<file path="src/rtl/multi_sender_mailbox_round_robin_defines.svh">
// assertion macros shared by the mailbox rtl
// expects clk and arst_n in the scope of each use
`ifndef MULTI_SENDER_MAILBOX_ROUND_ROBIN_DEFINES_SVH
`define MULTI_SENDER_MAILBOX_ROUND_ROBIN_DEFINES_SVH

// same-cycle implication, off while in reset
`define MBX_ASSERT_NOW(lbl, ante, cons, msg) \
	lbl: assert property (@(posedge clk) disable iff (!arst_n) (ante) |-> (cons)) \
		else $error(msg);

// next-cycle implication, off while in reset
`define MBX_ASSERT_NEXT(lbl, ante, cons, msg) \
	lbl: assert property (@(posedge clk) disable iff (!arst_n) (ante) |=> (cons)) \
		else $error(msg);

`endif

</file>
<file path="src/rtl/mbx_pkg.sv">
// shared types and constants of the round-robin mailbox
// no dependencies
package mbx_pkg;

	localparam int LANES     = 8;
	localparam int LANE_W    = 3;
	localparam int SENDER_W  = 6;
	localparam int MSG_W     = 32;
	localparam int PAYLOAD_W = 32;
	localparam int MASK_W    = 64;
	localparam int ONES_W    = 4;

	typedef enum logic [2:0] {
		ST_ACCEPTED     = 3'd0,
		ST_BUSY         = 3'd1,
		ST_UNREGISTERED = 3'd2,
		ST_DELIVERED    = 3'd3,
		ST_EMPTY        = 3'd4
	} status_t;

	// search token travelling around the ring of cells
	typedef struct packed {
		logic vld;
		logic wrapped;
	} tok_t;

	// per-cell controls driven by the top level
	typedef struct packed {
		logic              set_vld;
		logic [LANE_W-1:0] set_lane;
		logic              cfg_we;
		logic [LANES-1:0]  cfg_bits;
		logic              is_start;
		logic [LANE_W-1:0] start_lo;
	} cell_ctl_t;

	// per-cell status returned to the top level
	typedef struct packed {
		logic [LANES-1:0]  ready;
		logic [LANES-1:0]  mask;
		logic [ONES_W-1:0] ones;
		logic              hit;
		logic              miss_end;
		logic [LANE_W-1:0] hit_lane;
	} cell_sts_t;

endpackage

</file>
<file path="src/rtl/mbx_if.sv">
// valid/ready channel interfaces of the mailbox: request, response, config
// depends on mbx_pkg
interface mbx_req_if import mbx_pkg::*; ();
	logic                valid;
	logic                ready;
	logic                kind;
	logic [SENDER_W-1:0] sender;
	logic [MSG_W-1:0]    message;

	modport source (output valid, kind, sender, message, input ready);
	modport sink (input valid, kind, sender, message, output ready);
endinterface

interface mbx_rsp_if import mbx_pkg::*; ();
	logic                 valid;
	logic                 ready;
	status_t              status;
	logic [SENDER_W-1:0]  slot;
	logic [PAYLOAD_W-1:0] payload;

	modport source (output valid, status, slot, payload, input ready);
	modport sink (input valid, status, slot, payload, output ready);
endinterface

interface mbx_cfg_if import mbx_pkg::*; ();
	logic              valid;
	logic              ready;
	logic [MASK_W-1:0] sender_mask;

	modport source (output valid, sender_mask, input ready);
	modport sink (input valid, sender_mask, output ready);
endinterface

</file>
<file path="src/rtl/mbx_cell.sv">
// one cell of the mailbox ring: ready and registration bits of eight slots
// depends on mbx_pkg and the defines header
`include "multi_sender_mailbox_round_robin_defines.svh"

module mbx_cell import mbx_pkg::*; #(
	parameter logic [LANES-1:0] MASK_RST = '0
) (
	input  logic      clk,
	input  logic      arst_n,
	input  cell_ctl_t ctl,
	input  tok_t      tok_in,
	output tok_t      tok_out,
	output cell_sts_t sts
);

	logic [LANES-1:0] ready_q;
	logic [LANES-1:0] mask_q;
	tok_t             tok_q;
	logic [LANES-1:0] sel;
	logic [LANES-1:0] cand;
	logic [ONES_W-1:0] ones;
	logic [LANE_W-1:0] first;

	// lanes eligible on this visit: start cell is split around the start lane
	always_comb begin
		for (int i = 0; i < LANES; i++) begin
			if (!ctl.is_start) begin
				sel[i] = 1'b1;
			end else if (tok_in.wrapped) begin
				sel[i] = (LANE_W'(i) < ctl.start_lo);
			end else begin
				sel[i] = (LANE_W'(i) >= ctl.start_lo);
			end
		end
		cand = ready_q & sel & {LANES{tok_in.vld}};
	end

	// lowest eligible lane and count of registered lanes
	always_comb begin
		first = '0;
		ones  = '0;
		for (int i = LANES - 1; i >= 0; i--) begin
			if (cand[i]) begin
				first = LANE_W'(i);
			end
		end
		for (int i = 0; i < LANES; i++) begin
			ones = ones + ONES_W'(mask_q[i]);
		end
	end

	always_comb begin
		sts.ready    = ready_q;
		sts.mask     = mask_q;
		sts.ones     = ones;
		sts.hit      = |cand;
		sts.miss_end = tok_in.vld && ctl.is_start && tok_in.wrapped && !(|cand);
		sts.hit_lane = first;
	end

	assign tok_out = tok_q;

	// slot bits and token hand-off to the next cell
	always_ff @(posedge clk or negedge arst_n) begin
		if (!arst_n) begin
			ready_q <= '0;
			mask_q  <= MASK_RST;
			tok_q   <= '0;
		end else begin
			if (ctl.set_vld) begin
				ready_q[ctl.set_lane] <= 1'b1;
			end
			if (sts.hit) begin
				ready_q[first] <= 1'b0;
			end
			if (ctl.cfg_we) begin
				mask_q <= ctl.cfg_bits;
			end
			tok_q.vld     <= tok_in.vld && !sts.hit && !sts.miss_end;
			tok_q.wrapped <= tok_in.wrapped;
		end
	end

	`MBX_ASSERT_NOW(a_hit_not_miss, sts.hit, !sts.miss_end, "cell hit and miss together")
	`MBX_ASSERT_NEXT(a_hit_stops_tok, sts.hit, !tok_out.vld, "token passed on after a hit")
	`MBX_ASSERT_NEXT(a_hit_clears, sts.hit, !ready_q[$past(sts.hit_lane)], "served slot not cleared")

endmodule

</file>
<file path="src/rtl/multi_sender_mailbox_round_robin.sv">
// A send passes from the request transfer through S_SEND and S_OUT; a receive passes
// through S_START and S_SCAN, where the search token hops one cell of the ring of CELLS =
// ceil(SLOT_COUNT/8) cells per cycle, then S_OUT, which waits for a free output register.
// A request is taken only in S_IDLE; a response waiting in the output register does not block
// the next request transfer. Reset (arst_n, asynchronous) empties all slots, registers
// sender 0 only and sets the last-served slot to 0; stored message words are not cleared.
`include "multi_sender_mailbox_round_robin_defines.svh"

module multi_sender_mailbox_round_robin import mbx_pkg::*; #(
	parameter int SLOT_COUNT   = 64,
	parameter int MESSAGE_BITS = 32
) (
	input  logic clk,
	input  logic arst_n,
	mbx_req_if.sink   req,
	mbx_rsp_if.source rsp,
	mbx_cfg_if.sink   cfg
);

	localparam int CELLS    = (SLOT_COUNT + LANES - 1) / LANES;
	localparam int CELL_W   = (CELLS > 1) ? $clog2(CELLS) : 1;
	localparam int GIDX_W   = $clog2(CELLS * LANES);
	localparam int SIDX_W   = $clog2(SLOT_COUNT);
	localparam int CNT_W    = $clog2(SLOT_COUNT + 1);
	localparam int COPY_W   = (MESSAGE_BITS < PAYLOAD_W) ? MESSAGE_BITS : PAYLOAD_W;

	typedef enum logic [2:0] {
		S_IDLE,
		S_SEND,
		S_START,
		S_SCAN,
		S_OUT
	} state_t;

	state_t               state_q;
	logic [SENDER_W-1:0]  sender_q;
	logic [MSG_W-1:0]     message_q;
	status_t              res_status_q;
	logic [SENDER_W-1:0]  res_slot_q;
	logic                 out_vld_q;
	status_t              out_status_q;
	logic [SENDER_W-1:0]  out_slot_q;
	logic [PAYLOAD_W-1:0] out_payload_q;
	logic [SIDX_W-1:0]    last_served_q;
	logic                 cfg_pend_q;

	logic [MESSAGE_BITS-1:0] mem [SLOT_COUNT];
	logic [MESSAGE_BITS-1:0] rdata_q;

	cell_ctl_t ctl [CELLS];
	cell_sts_t sts [CELLS];
	tok_t      tok_in [CELLS];
	tok_t      tok_out [CELLS];
	logic [CELLS-1:0] tok_vld;

	logic [CELLS*LANES-1:0] mask_pad;
	logic [SIDX_W-1:0]      start;
	logic [GIDX_W-1:0]      start_pad;
	logic [CELL_W-1:0]      start_cell;
	logic [LANE_W-1:0]      start_lo;
	logic                   inject;
	logic                   hit_any;
	logic                   miss_any;
	logic [GIDX_W-1:0]      hit_g;
	logic [SIDX_W-1:0]      hit_idx;
	logic [CNT_W-1:0]       ones_sum;
	logic [SIDX_W-1:0]      cfg_last;
	logic                   in_range;
	logic [CELL_W-1:0]      snd_cell;
	logic [LANE_W-1:0]      snd_lane;
	logic                   reg_ok;
	logic                   busy;
	logic                   snd_take;
	logic [MESSAGE_BITS-1:0] wdata;
	logic [PAYLOAD_W-1:0]   pay;
	logic                   out_free;

	assign req.ready   = (state_q == S_IDLE);
	assign cfg.ready   = 1'b1;
	assign rsp.valid   = out_vld_q;
	assign rsp.status  = out_status_q;
	assign rsp.slot    = out_slot_q;
	assign rsp.payload = out_payload_q;
	assign out_free    = !out_vld_q || rsp.ready;

	// round-robin start point and the cell that holds it
	always_comb begin
		start      = (last_served_q == SIDX_W'(SLOT_COUNT - 1)) ? '0 : last_served_q + 1'b1;
		start_pad  = GIDX_W'(start);
		start_cell = CELL_W'(start_pad >> LANE_W);
		start_lo   = start_pad[LANE_W-1:0];
		inject     = (state_q == S_START);
	end

	// registration bits beyond the slot count are dropped
	always_comb begin
		mask_pad = '0;
		mask_pad[SLOT_COUNT-1:0] = cfg.sender_mask[SLOT_COUNT-1:0];
	end

	// send checks against the sender's cell
	always_comb begin
		in_range = ({1'b0, sender_q} < (SENDER_W + 1)'(SLOT_COUNT));
		snd_cell = CELL_W'(sender_q >> LANE_W);
		snd_lane = sender_q[LANE_W-1:0];
		reg_ok   = in_range && sts[snd_cell].mask[snd_lane];
		busy     = sts[snd_cell].ready[snd_lane];
		snd_take = (state_q == S_SEND) && reg_ok && !busy;
	end

	// ring of cells
	for (genvar c = 0; c < CELLS; c++) begin : g_cell
		localparam int PREV = (c == 0) ? CELLS - 1 : c - 1;

		always_comb begin
			ctl[c].set_vld  = snd_take && (snd_cell == CELL_W'(c));
			ctl[c].set_lane = snd_lane;
			ctl[c].cfg_we   = cfg.valid;
			ctl[c].cfg_bits = mask_pad[c*LANES +: LANES];
			ctl[c].is_start = (start_cell == CELL_W'(c));
			ctl[c].start_lo = start_lo;
			if (inject && ctl[c].is_start) begin
				tok_in[c].vld     = 1'b1;
				tok_in[c].wrapped = 1'b0;
			end else begin
				tok_in[c].vld     = tok_out[PREV].vld;
				tok_in[c].wrapped = tok_out[PREV].wrapped || (c == 0);
			end
		end

		assign tok_vld[c] = tok_out[c].vld;

		mbx_cell #(
			.MASK_RST((c == 0) ? LANES'(1) : LANES'(0))
		) u_cell (
			.clk     (clk),
			.arst_n  (arst_n),
			.ctl     (ctl[c]),
			.tok_in  (tok_in[c]),
			.tok_out (tok_out[c]),
			.sts     (sts[c])
		);
	end

	// combine cell answers: served slot, end of search, registered count
	always_comb begin
		hit_any  = 1'b0;
		miss_any = 1'b0;
		hit_g    = '0;
		ones_sum = '0;
		for (int c = 0; c < CELLS; c++) begin
			hit_any  = hit_any || sts[c].hit;
			miss_any = miss_any || sts[c].miss_end;
			if (sts[c].hit) begin
				hit_g = hit_g | GIDX_W'(c * LANES) | GIDX_W'(sts[c].hit_lane);
			end
			ones_sum = ones_sum + CNT_W'(sts[c].ones);
		end
		hit_idx  = hit_g[SIDX_W-1:0];
		cfg_last = (ones_sum == '0) ? SIDX_W'(SLOT_COUNT - 1) : SIDX_W'(ones_sum - 1'b1);
	end

	// message width adaption on write and read
	always_comb begin
		wdata = '0;
		wdata[COPY_W-1:0] = message_q[COPY_W-1:0];
		pay = '0;
		pay[COPY_W-1:0] = rdata_q[COPY_W-1:0];
	end

	// message store
	always_ff @(posedge clk) begin
		if (snd_take) begin
			mem[sender_q[SIDX_W-1:0]] <= wdata;
		end
		if (hit_any) begin
			rdata_q <= mem[hit_idx];
		end
	end

	// control sequencer with result and output registers
	always_ff @(posedge clk or negedge arst_n) begin
		if (!arst_n) begin
			state_q       <= S_IDLE;
			sender_q      <= '0;
			message_q     <= '0;
			res_status_q  <= ST_ACCEPTED;
			res_slot_q    <= '0;
			out_vld_q     <= 1'b0;
			out_status_q  <= ST_ACCEPTED;
			out_slot_q    <= '0;
			out_payload_q <= '0;
			last_served_q <= '0;
			cfg_pend_q    <= 1'b0;
		end else begin
			cfg_pend_q <= cfg.valid;
			if (cfg_pend_q && !hit_any) begin
				last_served_q <= cfg_last;
			end
			// the output stage reloads the register itself
			if (rsp.ready && state_q != S_OUT) begin
				out_vld_q <= 1'b0;
			end
			case (state_q)
				S_IDLE: begin
					if (req.valid) begin
						sender_q  <= req.sender;
						message_q <= req.message;
						state_q   <= req.kind ? S_START : S_SEND;
					end
				end
				S_SEND: begin
					res_slot_q <= sender_q;
					if (!reg_ok) begin
						res_status_q <= ST_UNREGISTERED;
					end else if (busy) begin
						res_status_q <= ST_BUSY;
					end else begin
						res_status_q <= ST_ACCEPTED;
					end
					state_q <= S_OUT;
				end
				S_START, S_SCAN: begin
					if (hit_any) begin
						res_status_q  <= ST_DELIVERED;
						res_slot_q    <= SENDER_W'(hit_idx);
						last_served_q <= hit_idx;
						state_q       <= S_OUT;
					end else if (miss_any) begin
						res_status_q <= ST_EMPTY;
						res_slot_q   <= '0;
						state_q      <= S_OUT;
					end else begin
						state_q <= S_SCAN;
					end
				end
				S_OUT: begin
					if (out_free) begin
						out_vld_q     <= 1'b1;
						out_status_q  <= res_status_q;
						out_slot_q    <= res_slot_q;
						out_payload_q <= (res_status_q == ST_DELIVERED) ? pay : '0;
						state_q       <= S_IDLE;
					end
				end
				default: begin
					state_q <= S_IDLE;
				end
			endcase
		end
	end

	`MBX_ASSERT_NOW(a_one_token, 1'b1, $onehot0(tok_vld), "more than one search token in the ring")
	`MBX_ASSERT_NOW(a_idle_no_token, state_q == S_IDLE, tok_vld == '0, "token alive while idle")
	`MBX_ASSERT_NEXT(a_last_served, hit_any, last_served_q == $past(hit_idx), "last served not updated")

endmodule

</file>
<file path="src/flat_wrapper.sv">
// flat-port wrapper written by rule: the top's interface ports become plain ports
module multi_sender_mailbox_round_robin_flat import mbx_pkg::*;
#(
	parameter int SLOT_COUNT   = 64,
	parameter int MESSAGE_BITS = 32
)
  (clk, arst_n, req_valid, req_kind, req_sender, req_message, req_ready, rsp_valid, rsp_status, rsp_slot, rsp_payload, rsp_ready, cfg_valid, cfg_sender_mask, cfg_ready);
  mbx_req_if req_i ();
  mbx_rsp_if rsp_i ();
  mbx_cfg_if cfg_i ();
  input  logic clk;
  input  logic arst_n;
  input wire logic [$bits(req_i.valid)-1:0] req_valid;
  input wire logic [$bits(req_i.kind)-1:0] req_kind;
  input wire logic [$bits(req_i.sender)-1:0] req_sender;
  input wire logic [$bits(req_i.message)-1:0] req_message;
  output wire logic [$bits(req_i.ready)-1:0] req_ready;
  output wire logic [$bits(rsp_i.valid)-1:0] rsp_valid;
  output wire logic [$bits(rsp_i.status)-1:0] rsp_status;
  output wire logic [$bits(rsp_i.slot)-1:0] rsp_slot;
  output wire logic [$bits(rsp_i.payload)-1:0] rsp_payload;
  input wire logic [$bits(rsp_i.ready)-1:0] rsp_ready;
  input wire logic [$bits(cfg_i.valid)-1:0] cfg_valid;
  input wire logic [$bits(cfg_i.sender_mask)-1:0] cfg_sender_mask;
  output wire logic [$bits(cfg_i.ready)-1:0] cfg_ready;
  assign req_i.valid = req_valid;
  assign req_i.kind = req_kind;
  assign req_i.sender = req_sender;
  assign req_i.message = req_message;
  assign req_ready = req_i.ready;
  assign rsp_valid = rsp_i.valid;
  assign rsp_status = rsp_i.status;
  assign rsp_slot = rsp_i.slot;
  assign rsp_payload = rsp_i.payload;
  assign rsp_i.ready = rsp_ready;
  assign cfg_i.valid = cfg_valid;
  assign cfg_i.sender_mask = cfg_sender_mask;
  assign cfg_ready = cfg_i.ready;
  multi_sender_mailbox_round_robin #(.SLOT_COUNT(SLOT_COUNT), .MESSAGE_BITS(MESSAGE_BITS)) u_core (.clk(clk), .arst_n(arst_n), .req(req_i), .rsp(rsp_i), .cfg(cfg_i));
endmodule
</file>
<file path="config.mk">
export PLATFORM = sky130hd
export DESIGN_NAME = multi_sender_mailbox_round_robin_flat
export DESIGN_NICKNAME = d
export VERILOG_FILES = /design/src/rtl/mbx_pkg.sv /design/src/rtl/mbx_if.sv /design/src/rtl/mbx_cell.sv /design/src/rtl/multi_sender_mailbox_round_robin.sv /design/src/flat_wrapper.sv
export VERILOG_INCLUDE_DIRS = /design/src /design/src/rtl
export SDC_FILE = /design/constraint.sdc
export NUM_CORES = 2
export LEC_CHECK = 0
export BUFFER_PORTS_ARGS = -buffer_cell sky130_fd_sc_hd__clkbuf_2
export CORE_AREA = 2 2 622 315
export DETAILED_ROUTE_END_ITERATION = 8
export DIE_AREA = 0 0 624 317
export PLACE_DENSITY = 0.65
export SLEW_MARGIN = 20
export SYNTH_ARGS = -nofsm -noshare
export SYNTH_HDL_FRONTEND = slang
export SYNTH_HIERARCHICAL = 1
export SYNTH_SLANG_ARGS = --single-unit
</file>
<file path="constraint.sdc">
create_clock -name clk -period 7.25 [get_ports clk]
set_clock_uncertainty 0.15 [all_clocks]
set_input_delay 0.725 -clock clk [delete_from_list [all_inputs] [get_ports clk]]
set_output_delay 0.725 -clock clk [all_outputs]
set_load 0.05 [all_outputs]
</file>
### Yosys cells after proc, flatten, opt, wreduce, memory -nomap -nowiden

Memory sizes are Yosys's and may differ from the RTL's. A register that Yosys moved wholly into a read port is not among the register bits.
Index checks and enable logic that the tools add are counted.

* equality and inequality tests: 24
* $lt $le $gt $ge: 35
* reductions and logical operators: 121
* shift-type cells: 0
* add/subtract/negate cells: 65
* $mul: 0
* divide/modulo/power cells: 0
* bitwise operators: 48
* multiplexer cells: 274

Operators by type and width (number)
* two-way mux 3 bit: 72
* bitwise AND 8 bit: 24
* two-way mux 1 bit: 145
* adder 4 x 1 -> 4 bit: 32
* two-way mux 8 bit: 16
* two-way mux 6 bit: 14
* binary-select mux 25 bit (select 3 bit): 1
* logical AND 1 bit: 69
* NOT 8 bit: 8
* OR 8 bit: 8
* OR reduction 8 bit: 8
* two-way mux 25 bit: 2
* adder 7 x 4 -> 7 bit: 6
* OR 6 x 3 -> 6 bit: 7
* < comparator 3 x 4 -> 1 bit (second input constant): 9
* adder 3 x 1 -> 4 bit: 8
* two-way mux 32 bit: 1
* demux 1 bit (select 3 bit): 9
* == test 3 bit (second input constant): 9
* greater-or-equal comparator 3 x 1 -> 1 bit (second input constant): 9
* adder 2 x 1 -> 3 bit: 8
* == test 3 x 2 -> 1 bit (second input constant): 7
* zero test 1 bit: 19
* two-way mux 2 bit: 9
* other kinds (28): 67

* memories kept: 1
* bits in registers: 242
* input port bits: 108
* output and inout bits: 44
* bits in writable memories: 2048
* latch bits: 0
* word-level logic and storage cells: 610
* bits in read-only memories: 0

Memories
* u_core.mem: words 64, bits a word 32, rd ports 1, clocked after Yosys merged registers in 1, wr ports 1, RTL line multi_sender_mailbox_round_robin.sv:47 `logic [MESSAGE_BITS-1:0] mem [SLOT_COUNT];`

### Depth between registers and ports, before layout

* depth after elaboration: 34
* depth in mapped cells: 24
* depth with buffers taken out: 21

### Modules after synthesis

Netlist, hierarchy kept.

Modules (own cells, without submodules)
* multi_sender_mailbox_round_robin: cells each 5432, area an instance 86067.5 sq um, seq. area each 64937.3 sq um, times used 1
* mbx_cell (u_core.g_cell[1].u_cell ...): cells each 118, area an instance 1204.9 sq um, seq. area each 450.4 sq um, times used 7
* mbx_cell (u_core.g_cell[0].u_cell): cells each 118, area an instance 1206.2 sq um, seq. area each 451.7 sq um, times used 1

### Least setup slack after synthesis

No wires, ideal clock.

* path type: register to register
* start: register u_core.last_served_q[2]
* end: register u_core.last_served_q[4]
* arrival time: 6028 ps
* clock period less this slack: 6302 ps
* cell stages (with the launch flop): 15
* setup slack: 948 ps
* library setup time: 124 ps
* data required time: 6976 ps
* buffers on the path: 1
* path through: dfrtp_1 -> clkbuf_1 -> and3_1 -> a31oi_1 -> and2_4 -> a31oi_1 -> o221ai_2 -> nor4b_2 -> inv_1 -> nor4_4 -> and2_1 -> inv_1 -> nand2_1 -> nor2_1 -> a211o_1

RTL lines
* start, declared: RTL line multi_sender_mailbox_round_robin.sv:44 `logic [SIDX_W-1:0] last_served_q;`
* start signal, assigned: RTL line multi_sender_mailbox_round_robin.sv:198 `last_served_q <= cfg_last;`
* start signal, assigned: RTL line multi_sender_mailbox_round_robin.sv:227 `last_served_q <= hit_idx;`

==> key figures <==
Place
  – HPWL after detailed placement: 203800 um
  – Post-Place Cell Area: 103500 um^2
  – Count of input and output buffers: 150
  – RePlAce Congestion: 0.9757

CTS
  – Clock insertion delay at the later pin of the skew report: 840 ps
  – TritonCTS Sinks: 2322
  – Clock slew seen by the registers of the worst setup and hold paths: 70 ps
  – Clock tree from TritonCTS: built
  – Clock Tree Buf Depth: 4
  – Level count of the clock H-tree: 4
  – Post-CTS Setup Inserts: 0
  – CTS buffer count: 202
  – Clock tree root driver cell: clkbuf_16

Setup path
  – Critical path start-end classification: flop to flop
  – Type of origin of the critical path: flop
  – Required time of the worst setup path: 7740 ps
  – Slack of the worst reg-to-reg path: 220 ps
  – Endpoint of the lowest-slack register-to-register path: u_core/pay[18]
  – Kind of end point of the critical path: flop
  – Worst R2R Path Depth: 23
  – Critical R2R Launch: u_core/last_served_q[0]
  – Largest fanout of any net on the critical path: 35
  – Critical path data arrival time: 7520 ps

Power
  – Peak VDD IR: 0.001511 V
  – Leak Pwr: 37.06 nW
  – Power density normalized to cell area: 455.9 nW/um^2

Route
  – First drt pass iteration count: 8
  – Number of remaining DRC errors: 0
  – Post-DRT Antenna Nets: 0
  – Aggregate routed wire length: 317800 um
  – Via count: 62790
  – Vias per inst: 6.488
  – Avg WL per Cell: 32.84 um
  – DR iter-0 viols: 10230

Synthesis
  – Mapped Area: 95680 um^2
  – Mapped Nets: 6572
  – Post-synthesis area per instance: 15.01 um^2
  – Post-synthesis instance total: 6375
  – Synthesis Warnings: 6

Timing
  – Worst relative slew slack: 0.2348
  – Period Utilization, post-route: 0.9691
  – Setup repair after global routing missed its margin: no
  – Max Clk Rate: 0.1423 GHz
  – Worst hold margin: 27.28 ps
  – Pin slew with the least headroom to its limit: 1144 ps
  – Min Clock Period, post-route: 7026 ps
  – Final Slew Violations: 0
  – Number of endpoints failing setup at the final stage: 0
  – Final setup TNS: 0 ps
  – Number of failing hold endpoints at the final stage: 0

Global route
  – GRT Overall Usage: 0.3190
  – Initial antenna violation count: 15
  – Global-route congestion overflow total: 0
  – Via count of the first global-routing pass: 58380
  – First-pass GRT wire length: 447400 um
  – Pin count of the biggest net entering global routing: 129

Floorplanning
  – Core Region: 192100 um^2
  – Initial standard-cell utilization of the core: 0.4980
  – Die extent in x: 624 um
  – Die outline area: 197800 um^2
  – Placement Rows: 114
  – Num ports: 152
  – Die H: 317 um

Final layout
  – Share of cells above drive strength 1: 0.1871
  – # diodes: 0
  – Area growth from synthesis to layout: 15.78%
  – Final core area utilization: 0.5766
  – Net total in the final layout: 7171
  – Layout fillers: 14720
  – Design area: 110800 um^2

Worst hold path
  – Hold crit path type: primary input to flop
  – Worst Hold Endpoint: u_core/message_q[30]
  – Hold Crit Depth: 2
  – Hold Crit Start: req_message[30]

Run status
  – Run status: finished, final reports clean

Run
  – Maxcap violations: 0
[cell usage in the layout, fill, tap and decap left out, types with 16 or more instances in the layout]
master            n
edfxtp_1       2080
nand2_1        1207
mux2i_1         567
a32oi_1         513
buf_4           433
clkbuf_16       207
dfrtp_1         205
clkbuf_2        149
nand4_1         140
inv_1           138
mux2_2          113
a21oi_1          95
dlygate4sd3_1    93
buf_12           90
nor2_1           86
a31oi_1          67
fa_1             55
nor3_2           51
o21ai_0          43
clkinv_1         41
clkbuf_1         40
clkinv_2         39
nor4_2           39
nor2b_1          39
nor3_1           36
dfrtp_2          35
ha_1             34
xnor2_1          33
nor3_4           24
nor4_1           24
nand3_1          23
and3_1           21
a22oi_1          20
o2111ai_1        17
o2bb2ai_1        16
o221ai_2         16
[power by group]
part	switching, mW	internal (mW)
Combinational	14.7	6.53
Sequential	1.17	17.4
Clock	4.91	5.76
Total	20.8	29.7
[worst max path at each step]
stage | startpoint | end | slack [ps] | cells past startpoint
after global placement | u_core/last_served_q[0] | u_core/pay[18] | 120 | 23
after CTS | u_core/last_served_q[0] | u_core/pay[18] | 50 | 25
after detailed placement | u_core/last_served_q[0] | u_core/pay[18] | 100 | 25
after floorplan | u_core/last_served_q[2] | u_core/last_served_q[4] | 950 | 14
final | u_core/last_served_q[0] | u_core/pay[18] | 220 | 23
after global routing | u_core/last_served_q[0] | u_core/pay[18] | 60 | 23
[state kept, by name (all words and copies together) (netlist names)]
name                          flops
u_core/res_status_q               3
u_core/g_cell.u_cell/ready_q     64
u_core/rsp.valid                  1
u_core/cfg_pend_q                 1
u_core/g_cell.u_cell/tok_out     15
u_core/message_q                 32
u_core/rsp.slot                   6
u_core/state_q                    3
u_core/g_cell.u_cell/mask_q      64
u_core/last_served_q              6
u_core/rsp.status                 3
u_core/rsp.payload               32
u_core/sender_q                   6
u_core/res_slot_q                 6
u_core/pay                       32
u_core/mem                     2048
[timing repair]
action	in CTS	in global routing
hold buffers	93	0
hold endpoints to repair	150	0
endpoints found under the setup margin	0	25
gates resized for setup	0	13
[worst max-delay path, cell delays in order, from the launching register on]
cell       delay [ps]
dfrtp_1           440
ha_1              290
buf_4             200
o21ai_0           350
a21oi_1           130
buf_4             190
buf_4             170
nor2_2            540
nand2_1           260
o2111ai_1         330
o21ai_2           130
nor4b_4           470
inv_1              90
buf_4             200
a22oi_1           300
nand4_1           200
buf_12            210
buf_12            180
buf_12            200
buf_4             280
mux2i_1           160
a32oi_1           340
nand4_1           550
nor4_2            370
[through the flow]
stage	setup WS (ps)	total power, mW	cells
2_1_floorplan	948.1	28.44	6375
3_3_place_gp	121.1	38.75	9227
3_5_place_dp	95.59	38.99	9227
4_1_cts	47.37	49.57	9675
5_1_grt	55.11	51.91	9677
6_report	224.0	50.50	9677
[final cells by class]
| type | count | area (um^2) | area share |
|---|---|---|---|
| Tap cell | 2552 | 3193 | 0.02882 |
| Clock buffer | 249 | 5358 | 0.04836 |
| Clock inverter | 106 | 883.3 | 0.007974 |
| Multi-Input combinational cell | 3540 | 25480 | 0.2300 |
| Sequential cell | 2322 | 68560 | 0.6189 |
| Inverter | 140 | 525.5 | 0.004744 |
| Timing Repair Buffer | 768 | 6774 | 0.06115 |
[per-layer routing]
layer,vias up,wire length (um),GRT usage
met5,-,55,0
met4,10,5230,0.05246
met3,362,55170,0.1326
met2,4521,118200,0.3940
met1,31990,139100,0.5181
li1,25900,-,-
(Power assumes the default switching activity.)
